<file path="src/pse_ram.sv">
`timescale 1ns / 1ps

module pse_ram #(
    parameter int WIDTH = 32,
    parameter int DEPTH = 128
) (
    input  logic                     clk,
    input  logic                     we,
    input  logic [$clog2(DEPTH)-1:0] waddr,
    input  logic [WIDTH-1:0]         wdata,
    input  logic                     re,
    input  logic [$clog2(DEPTH)-1:0] raddr,
    output logic [WIDTH-1:0]         rdata
);

    logic [WIDTH-1:0] mem [DEPTH];

    always_ff @(posedge clk)
    begin
        if (we)
        begin
            mem[waddr] <= wdata;
        end
        if (re)
        begin
            rdata <= mem[raddr];
        end
    end

endmodule

</file>
<file path="config.mk">
export PLATFORM = sky130hd
export DESIGN_NAME = pse_ram
export DESIGN_NICKNAME = d
export VERILOG_FILES = /design/src/pse_ram.sv
export SDC_FILE = /design/constraint.sdc
export NUM_CORES = 2
export LEC_CHECK = 0
export BUFFER_PORTS_ARGS = -buffer_cell sky130_fd_sc_hd__buf_2
export CORE_MARGIN = 8
export CORE_UTILIZATION = 30
export CTS_CLUSTER_SIZE = 20
export DETAILED_ROUTE_END_ITERATION = 10
export GPL_TIMING_DRIVEN = 0
export SYNTH_ARGS = -nofsm -noshare
export SYNTH_HDL_FRONTEND = slang
export SYNTH_SLANG_ARGS = --single-unit
</file>
<file path="constraint.sdc">
create_clock -name clk -period 5.6 [get_ports clk]
set_clock_uncertainty 0.2 [all_clocks]
set_input_delay 0.28 -clock clk [delete_from_list [all_inputs] [get_ports clk]]
set_output_delay 0.28 -clock clk [all_outputs]
set_load 0.03 [all_outputs]
</file>
==> results.sh <==
export IMPL_powerDensity_mw_per_mm2=356
export IMPL_tightest_slew_ns=1.54
export IMPL_dp_hpwl_mm=290
export IMPL_status="finished with violations"
export IMPL_routedWlPerCell_um=30.0
export IMPL_synth_area_mm2=0.157
export IMPL_crit_type="primary input to flip-flop"
export IMPL_setup_violations_final=0
export IMPL_p_comb_frac=0.056
export IMPL_p_leak_nw=55.6
export IMPL_crit_arrival_ns=4.94
export IMPL_netlist_cell_type_count=16
export IMPL_whs_ns=0.0992
export IMPL_synth_seq_area_share=0.792
export IMPL_drt_wl_total_mm=421
export IMPL_drive_gt1_frac=0.350
export IMPL_wl_met3_mm=44.4
export IMPL_hold_viol_final=0
export IMPL_area_delta_synth_final_pct=18.2
export IMPL_rows=265
export IMPL_route_met2_wl_mm=199
export IMPL_place_ws_ns=0.250
export IMPL_slew_headroom=-0.0292
export IMPL_grt_pass1_wl_mm=579
export IMPL_cts_buffers=411
export IMPL_crit_fanout=11
export IMPL_worstSkewPairLatency_ns=0.96
export IMPL_synthTopCellsByArea="edfxtp_1 (79%), mux4_2 (19%), clkbuf_1 (0.44%), nor2_1 (0.29%), buf_2 (0.25%)"
export IMPL_violations="max-capacitance violations, max-slew violations"
export IMPL_dr_pass1_iters=5
export IMPL_min_period_over_period=0.797
export IMPL_antenna_found_initial=81
export IMPL_p_sw_frac=0.211
export IMPL_syn_area_per_cell_um2=26.1
export IMPL_gr_total_overflow=0
export IMPL_maxCapViolCount=1
export IMPL_via_per_inst=5.09
export IMPL_drt_iter0_markers=9896
export IMPL_tns_ns=0
export IMPL_remaining_drc_errors=0
export IMPL_hold_path_class="primary input to flip-flop"
export IMPL_final_antenna_net_count=0
export IMPL_slew_violations=11
export IMPL_clock_path_buffers=4
export IMPL_drt_met1_wl_mm=165
export IMPL_die_w_um=738
export IMPL_yosys_warnings=0
export IMPL_grt_start_max_net_pins=101
export IMPL_ff2ff_setup_slack_ns=2.45
export IMPL_routabilityCongestion=0.825
export IMPL_ios=81
export IMPL_cts_tree="done"
export IMPL_final_cell_area_mm2=0.185
export IMPL_postPlaceCellArea_mm2=0.171
export IMPL_yosysTopAreaCell="edfxtp_1"
export IMPL_setup_slack_ns=1.14
export IMPL_p_int_mw=52.0
export IMPL_ys_seq_elements=4128
export IMPL_cp_end_kind="flip-flop"
export IMPL_cp_required_ns=6.07
export IMPL_rsz0062_at_grt="false"
export IMPL_seqPwrFrac=0.519
export IMPL_htreeDepth=5
export IMPL_vias=71500
export IMPL_ir_drop_uv=257
export IMPL_top_layer="met5"
export IMPL_power_switching_mw=13.9
export IMPL_clock_fmax_ghz=0.224
export IMPL_cts_sinks=4128
export IMPL_die_area_mm2=0.545
export IMPL_synth_fp_nets=6039
export IMPL_grt_usage=0.149
export IMPL_dieHeight_um=738
export IMPL_nets=6753
export IMPL_core_area_mm2=0.521
export IMPL_syn_inst=5990
export IMPL_min_period_ns=4.46
export IMPL_post_cts_resized=0
export IMPL_grt_pass1_vias=72300
export IMPL_power_clock_fraction=0.425
export IMPL_synth_top_area_frac=0.792
export IMPL_start_util=0.301
export IMPL_cts_root_buf="clkbuf_16"
export IMPL_final_core_util=0.356
export IMPL_crit_path_start_kind="primary input"
export IMPL_clk_pin_slew_ns=0.06
export IMPL_io_buffers=69
per-layer routing:
layer,up-vias,track usage
met5,-,0.00384
met4,32,0.0458
met3,586,0.0434
met2,3577,0.238
met1,39400,0.197
li1,28000,-
critical path, stage by stage:
cell and delay, ns:
clkbuf_1 0.32, buf_2 0.50, clkbuf_1 1.00, clkbuf_1 0.69, mux4_2 0.42, mux4_2 0.52, mux4_2 0.75, mux2_2 0.40
power by group through the flow:
| stage | logic, mW | registers (mW) | clock network (mW) |
|---|---|---|---|
| after floorplan | 1.65 | 34.9 | 0 |
| after global placement | 3.41 | 34.9 | 0 |
| after detailed placement | 3.64 | 34.8 | 0 |
| after CTS | 3.68 | 34.2 | 28.4 |
| after global routing | 3.82 | 34.2 | 29.5 |
| final | 3.69 | 34.2 | 28.1 |
cells in the final DEF (no fill, tap or decap), drive strengths merged:
master and instances:
buf 398, bufinv 62, clkbuf 676, clkinv 176
clkinvlp 8, diode 73, dlygate4sd3 37, edfxtp 4128
inv 10, mux2 32, mux4 1344, nand2 14
nand2b 2, nand3 12, nand4 3, nor2 122
nor2b 7, nor3 9, or3 1
cell usage after synthesis:
cell	number
edfxtp_1	4128
nor2_1	122
buf_6	2
buf_4	3
mux4_2	1344
nand2_1	14
nor3_1	9
buf_1	50
nand4_1	3
clkbuf_1	182
nand3_1	12
nand2b_1	2
or3_1	1
nor2b_1	7
mux2_2	32
buf_2	79
cell type report:
type,count,area [um2]
plain buffers,316,1350
flip-flops and latches,4128,124000
repair buffers,301,5010
multi-input cells,1546,32300
fillers,46800,335000
well taps,6942,8690
diodes,73,183
clock inverters,256,2900
clock buffers,494,10800
cell families after synthesis:
logic type / Yosys count / synth area share
multiplexers: 1376 / 0.196
flip-flops: 4128 / 0.792
AND/OR/NAND/NOR: 170 / 0.00445
buffers and inverters: 316 / 0.00837
final timing paths:
path	from	endpoint	cells after the start
setup / recovery	raddr[2]	rdata[15]	8
hold / removal	raddr[5]	rdata[0]	2
setup reg to reg	mem[61][13]	rdata[13]	4
hold reg to reg	mem[77][16]	rdata[16]	4
sequential cells by signal, summed over array words and instances, names as in the netlist:
name,flops
rdata,32
mem,4096
repair_timing:
item,CTS,global route
hold endpoints to repair,3320,0
buffers inserted,0,0
hold buffers,37,0
endpoints found under the setup margin,0,0
per-stage QoR:
stage,instances,power [mW]
final,14100,65.9
after global routing,14000,67.5
after CTS,14000,66.3
after detailed placement,13200,38.5
after global placement,13000,38.3
after floorplan,5990,36.5
Note: power is estimated with default switching activity, not from simulation.
