File: src/pse_pkg.sv
`timescale 1ns / 1ps

package pse_pkg;

    localparam int DATA_W = 32;

    localparam logic [7:0] CHAR_ZERO  = 8'h30;
    localparam logic [7:0] CHAR_NINE  = 8'h39;
    localparam logic [7:0] CHAR_PLUS  = 8'h2B;
    localparam logic [7:0] CHAR_MINUS = 8'h2D;
    localparam logic [7:0] CHAR_STAR  = 8'h2A;
    localparam logic [7:0] CHAR_SLASH = 8'h2F;

    typedef struct packed {
        logic [7:0] char_code;
        logic       is_final;
    } cmd_t;

    typedef struct packed {
        logic signed [DATA_W-1:0] value;
        logic                     divide_error;
    } res_t;

endpackage

File: src/pse_div.sv
`timescale 1ns / 1ps

module pse_div
    import pse_pkg::*;
(
    input  logic              clk,
    input  logic              rst_n,
    input  logic              start,
    input  logic [DATA_W-1:0] dividend,
    input  logic [DATA_W-1:0] divisor,
    output logic              done,
    output logic [DATA_W-1:0] quotient
);

    localparam int CW = $clog2(DATA_W);

    logic [DATA_W-1:0] rem_reg, rem_next;
    logic [DATA_W-1:0] quo_reg, quo_next;
    logic [DATA_W-1:0] dsr_reg, dsr_next;
    logic              neg_reg, neg_next;
    logic [CW-1:0]     cnt_reg, cnt_next;
    logic              busy_reg, busy_next;
    logic              done_reg, done_next;
    logic [DATA_W:0]   trial;

    always_comb
    begin
        rem_next  = rem_reg;
        quo_next  = quo_reg;
        dsr_next  = dsr_reg;
        neg_next  = neg_reg;
        cnt_next  = cnt_reg;
        busy_next = busy_reg;
        done_next = 1'b0;
        trial     = {rem_reg, quo_reg[DATA_W-1]} - {1'b0, dsr_reg};
        if (start)
        begin
            // Work on magnitudes; the sign is restored at the output.
            rem_next  = '0;
            quo_next  = dividend[DATA_W-1] ? (~dividend + 1'b1) : dividend;
            dsr_next  = divisor[DATA_W-1] ? (~divisor + 1'b1) : divisor;
            neg_next  = dividend[DATA_W-1] ^ divisor[DATA_W-1];
            cnt_next  = '0;
            busy_next = 1'b1;
        end
        else if (busy_reg)
        begin
            if (!trial[DATA_W])
            begin
                rem_next = trial[DATA_W-1:0];
                quo_next = {quo_reg[DATA_W-2:0], 1'b1};
            end
            else
            begin
                rem_next = {rem_reg[DATA_W-2:0], quo_reg[DATA_W-1]};
                quo_next = {quo_reg[DATA_W-2:0], 1'b0};
            end
            cnt_next = cnt_reg + 1'b1;
            if (cnt_reg == CW'(DATA_W - 1))
            begin
                busy_next = 1'b0;
                done_next = 1'b1;
            end
        end
    end

    always_ff @(posedge clk or negedge rst_n)
    begin
        if (!rst_n)
        begin
            busy_reg <= 1'b0;
            done_reg <= 1'b0;
            cnt_reg  <= '0;
        end
        else
        begin
            busy_reg <= busy_next;
            done_reg <= done_next;
            cnt_reg  <= cnt_next;
        end
    end

    always_ff @(posedge clk)
    begin
        rem_reg <= rem_next;
        quo_reg <= quo_next;
        dsr_reg <= dsr_next;
        neg_reg <= neg_next;
    end

    assign done     = done_reg;
    assign quotient = neg_reg ? (~quo_reg + 1'b1) : quo_reg;

endmodule

File: config.mk
export PLATFORM = sky130hd
export DESIGN_NAME = pse_div
export DESIGN_NICKNAME = d
export VERILOG_FILES = /design/src/pse_pkg.sv /design/src/pse_div.sv
export SDC_FILE = /design/constraint.sdc
export NUM_CORES = 1
export LEC_CHECK = 0
export BUFFER_PORTS_ARGS = -buffer_cell sky130_fd_sc_hd__buf_4
export CAP_MARGIN = 30
export CORE_ASPECT_RATIO = 1.4
export CORE_MARGIN = 3
export CORE_UTILIZATION = 25
export CTS_BUF_LIST = sky130_fd_sc_hd__clkbuf_16
export CTS_CLUSTER_SIZE = 10
export DETAILED_ROUTE_END_ITERATION = 7
export SYNTH_ARGS = -nofsm -noshare
export SYNTH_HDL_FRONTEND = slang
export SYNTH_SLANG_ARGS = --single-unit
File: constraint.sdc
create_clock -name clk -period 4.4 [get_ports clk]
set_clock_uncertainty 0.15 [all_clocks]
set_input_delay 0.44 -clock clk [delete_from_list [all_inputs] [get_ports clk]]
set_output_delay 0.44 -clock clk [all_outputs]
set_load 0.005 [all_outputs]
==> results.py <==
metrics = {
    "floorplanning": {
        "core_sq_um": 30800,
        "io_pins": 100,
        "std_cell_rows": 76,
        "dieHeight_microns": 215,
        "die_area_sq_um": 33500,
        "fp.dieW_microns": 156,
        "initial_core_util_pct": 25.4,
    },
    "yosys": {
        "syn_avg_cell_area_sq_um": 8.80,
        "muxShareOfSynthArea_pct": 3.37,
        "synth-warning-count": 0,
        "syn_nets": 995,
        "synth-compound-area-share_pct": 20.3,
        "synth_area_sq_um": 7830,
        "synth_flop_cell": "edfxtp_1",
        "synthArstFlopShare_pct": 6.73,
        "seq_area_frac_synth_pct": 35.4,
        "yosysUniqueCellTypes": 63,
        "synthAdderAreaFrac_pct": 6.17,
        "synth-xor-area-share_pct": 13.3,
        "synth_top_family_by_area": "compound AO/OA/AOI/OAI gates",
        "syn_inst": 890,
        "synth_edf_count": 65,
        "synthSimpleGateAreaFrac_pct": 16.6,
        "ys_seq_elements": 104,
    },
    "global_route": {
        "grt_pass1_wl_microns": 30800,
        "grt_start_max_net_pins": 57,
        "track_usage_pct": 11.1,
        "grt_pass1_vias": 6355,
        "grt-ovfl-total": 0,
        "antenna_found_initial": 0,
    },
    "cts": {
        "ctsHtreeMaxLevel": 3,
        "root_buffer": "clkbuf_16",
        "cts.sink_count": 104,
        "cts_setup_buffers": 0,
        "cts_tree": "yes",
        "clkTransAtPathRegs_ns": 0.08,
        "cts_buffer_depth": 2,
        "holdBufCountCts": 1,
        "cts_made_buffers": 9,
        "cts_resized": 0,
        "clk_latency_ns": 0.36,
    },
    "place": {
        "hpwl_microns": 14900,
        "gp_congestion": 0.877,
        "numPortBuffers": 99,
        "dp_cells": 1340,
    },
    "hold_path": {
        "min_from": "divisor[0]",
        "hold_class": "input pin to register",
    },
    "routing": {
        "vias": 6579,
        "vias_per_cell": 4.85,
        "dr.pass1.iters": 6,
        "ant_nets": 0,
        "finalWirelength_microns": 19200,
        "wire_per_inst_microns": 14.2,
        "top_layer_used": "met4",
        "wl_met1_microns": 8380,
        "drc": 0,
        "drt_iter0_drc": 370,
        "met2_length_microns": 9790,
        "met3_wirelength_microns": 780,
    },
    "layout": {
        "area_growth_pct": 18.1,
        "utilization_pct": 30.0,
        "final_cells": 1357,
        "drive_gt1_share_pct": 14.9,
        "nets": 1067,
        "diodes": 0,
        "fillCellCount": 3322,
    },
    "pwr": {
        "pwr_density_cell_nw_per_um2": 479,
        "p_leak_nw": 3.86,
        "peakVddDrop_v": 0.000178,
    },
    "sta": {
        "finalMaxSlewViolations": 0,
        "worstMarginPinSlew_ns": 0.963,
        "finalHoldViolCount": 0,
        "rsz0062_at_grt": "false",
        "finalSetupTns_ns": 0,
        "fmax_mhz": 244,
        "min_period_ns": 4.11,
        "final.period_utilization_pct": 93.3,
        "slew_headroom_pct": 35.8,
        "setup_viol": 0,
    },
    "worst_setup_path": {
        "worstSetupEndpointType": "output port",
        "max_stage_delay_ns": 0.59,
        "cp_cell_sequence": "or4_1 > or4_1 > or2_2 > nor4_1 > nand2b_1 > or2_2 > o41ai_1 > xnor2_1 > buf_4",
        "cp_slowest_cell": "or4_1",
        "cp.arrival_ns": 3.52,
        "worstPathMaxFanout": 6,
        "reg2reg_from": "quo_reg[31]$_DFFE_PP_",
        "crit_start": "quo_reg[9]$_DFFE_PP_",
        "path_class": "register to output port",
        "cp_data_required_time_ns": 3.81,
        "start_kind": "register",
    },
    "job": {
        "drv_cap": 0,
    },
    "outcome": {
        "status": "completed",
    },
}
[through the flow]
| step | area, sq um | power, mW | setup slack, ns | hold WS [ns] |
|---|---|---|---|---|
| after detailed placement | 8940 | 3.62 | 0.474 | 0.110 |
| after floorplan | 7830 | 3.04 | 0.898 | -0.00559 |
| after global routing | 9250 | 4.77 | 0.120 | 0.147 |
| after CTS | 9250 | 4.46 | 0.263 | 0.145 |
| final | 9250 | 4.43 | 0.295 | 0.161 |
| after global placement | 8940 | 3.59 | 0.557 | 0.109 |
[critical path, delay by kind of cell, from the launching register on]
family	cells	cell delay [ns]
simple gates	6	2.11
xor+xnor	1	0.16
buf+inv	1	0.13
flops	1	0.44
compound gates	1	0.33
[power breakdown]
part,total (mW),leakage [nW],switching [mW],internal [mW]
clock,0.818,0.149,0.393,0.425
combinational,2.18,2.71,1.16,1.02
sequential,1.44,1.00,0.182,1.25
[path summary, 6_finish.rpt]
kind,endpoint,slack (ns),depth (start not counted)
setup reg to reg,rem_reg[1]$_SDFFE_PP0P_,0.48,14
min in group asynchronous,cnt_reg[3]$_DFFE_PN0P_,0.30,2
hold reg to reg,rem_reg[26]$_SDFFE_PP0P_,0.35,2
hold / removal,dsr_reg[0]$_DFFE_PP_,0.16,1
max in group asynchronous,busy_reg$_DFF_PN0_,3.67,2
setup / recovery,quotient[22],0.29,9
[Yosys cell counts, types with 13 or more instances]
cell type  count  area (sq um)
edfxtp_1      65          1950
a211oi_1      31           233
ha_1          37           463
a21o_1        17           128
dfxtp_1       32           641
xnor2_1       74           648
or4_1         13          97.6
clkbuf_1      38           143
o31ai_1       28           210
o41ai_1       13           114
nor2_1        94           353
mux2i_1       23           230
a21oi_1       59           295
xor2_1        45           394
o21ai_0       56           280
inv_1         53           199
nand2_1       62           233
[cell type report]
class | count | area, sq um | share of cell area [%]
Sequential cell | 104 | 2770 | 29.9
Tap cell | 390 | 488 | 5.28
Inverter | 53 | 199 | 2.15
Timing Repair Buffer | 108 | 813 | 8.80
Clock buffer | 10 | 250 | 2.71
Clock inverter | 6 | 48.8 | 0.528
Multi-Input combinational cell | 686 | 4680 | 50.6
[cells by family after synthesis]
group | after synthesis
compound gates | 242
xor+xnor | 119
fa+ha+maj | 38
buf+inv | 100
flops | 104
mux | 26
simple gates | 261
[metal layers]
metal  track usage [%]  vias up
met5                 0        -
met4              3.53        0
met3              1.77       17
met2              20.4      152
met1              13.0     3046
li1                  -     3364
[placed cells by master, fill, tap and decap left out, types with 4 or more instances in the layout]
master | synthesis | layout
nand3b_1 | 4 | 4
a211oi_1 | 31 | 31
a21oi_1 | 59 | 59
nand3_1 | 12 | 12
a22o_1 | 4 | 4
xor2_1 | 45 | 45
nor2_1 | 94 | 94
and3_1 | 6 | 6
nand2b_1 | 6 | 6
xnor2_1 | 74 | 74
edfxtp_1 | 65 | 65
o31ai_1 | 28 | 28
nor3_1 | 12 | 12
nand2_1 | 62 | 62
nand4_1 | 6 | 6
o41ai_1 | 13 | 13
mux2i_1 | 23 | 23
inv_1 | 53 | 53
or3_1 | 11 | 11
o21ai_0 | 56 | 56
o21a_1 | 5 | 5
buf_4 | 1 | 107
nor2b_1 | 6 | 6
or2_2 | 6 | 6
ha_1 | 37 | 37
or4_1 | 13 | 13
clkbuf_16 | 0 | 10
dfxtp_1 | 32 | 32
a21o_1 | 17 | 17
nor4_1 | 8 | 8
dfrtp_1 | 7 | 7
Power figures use the tool's default switching activity.
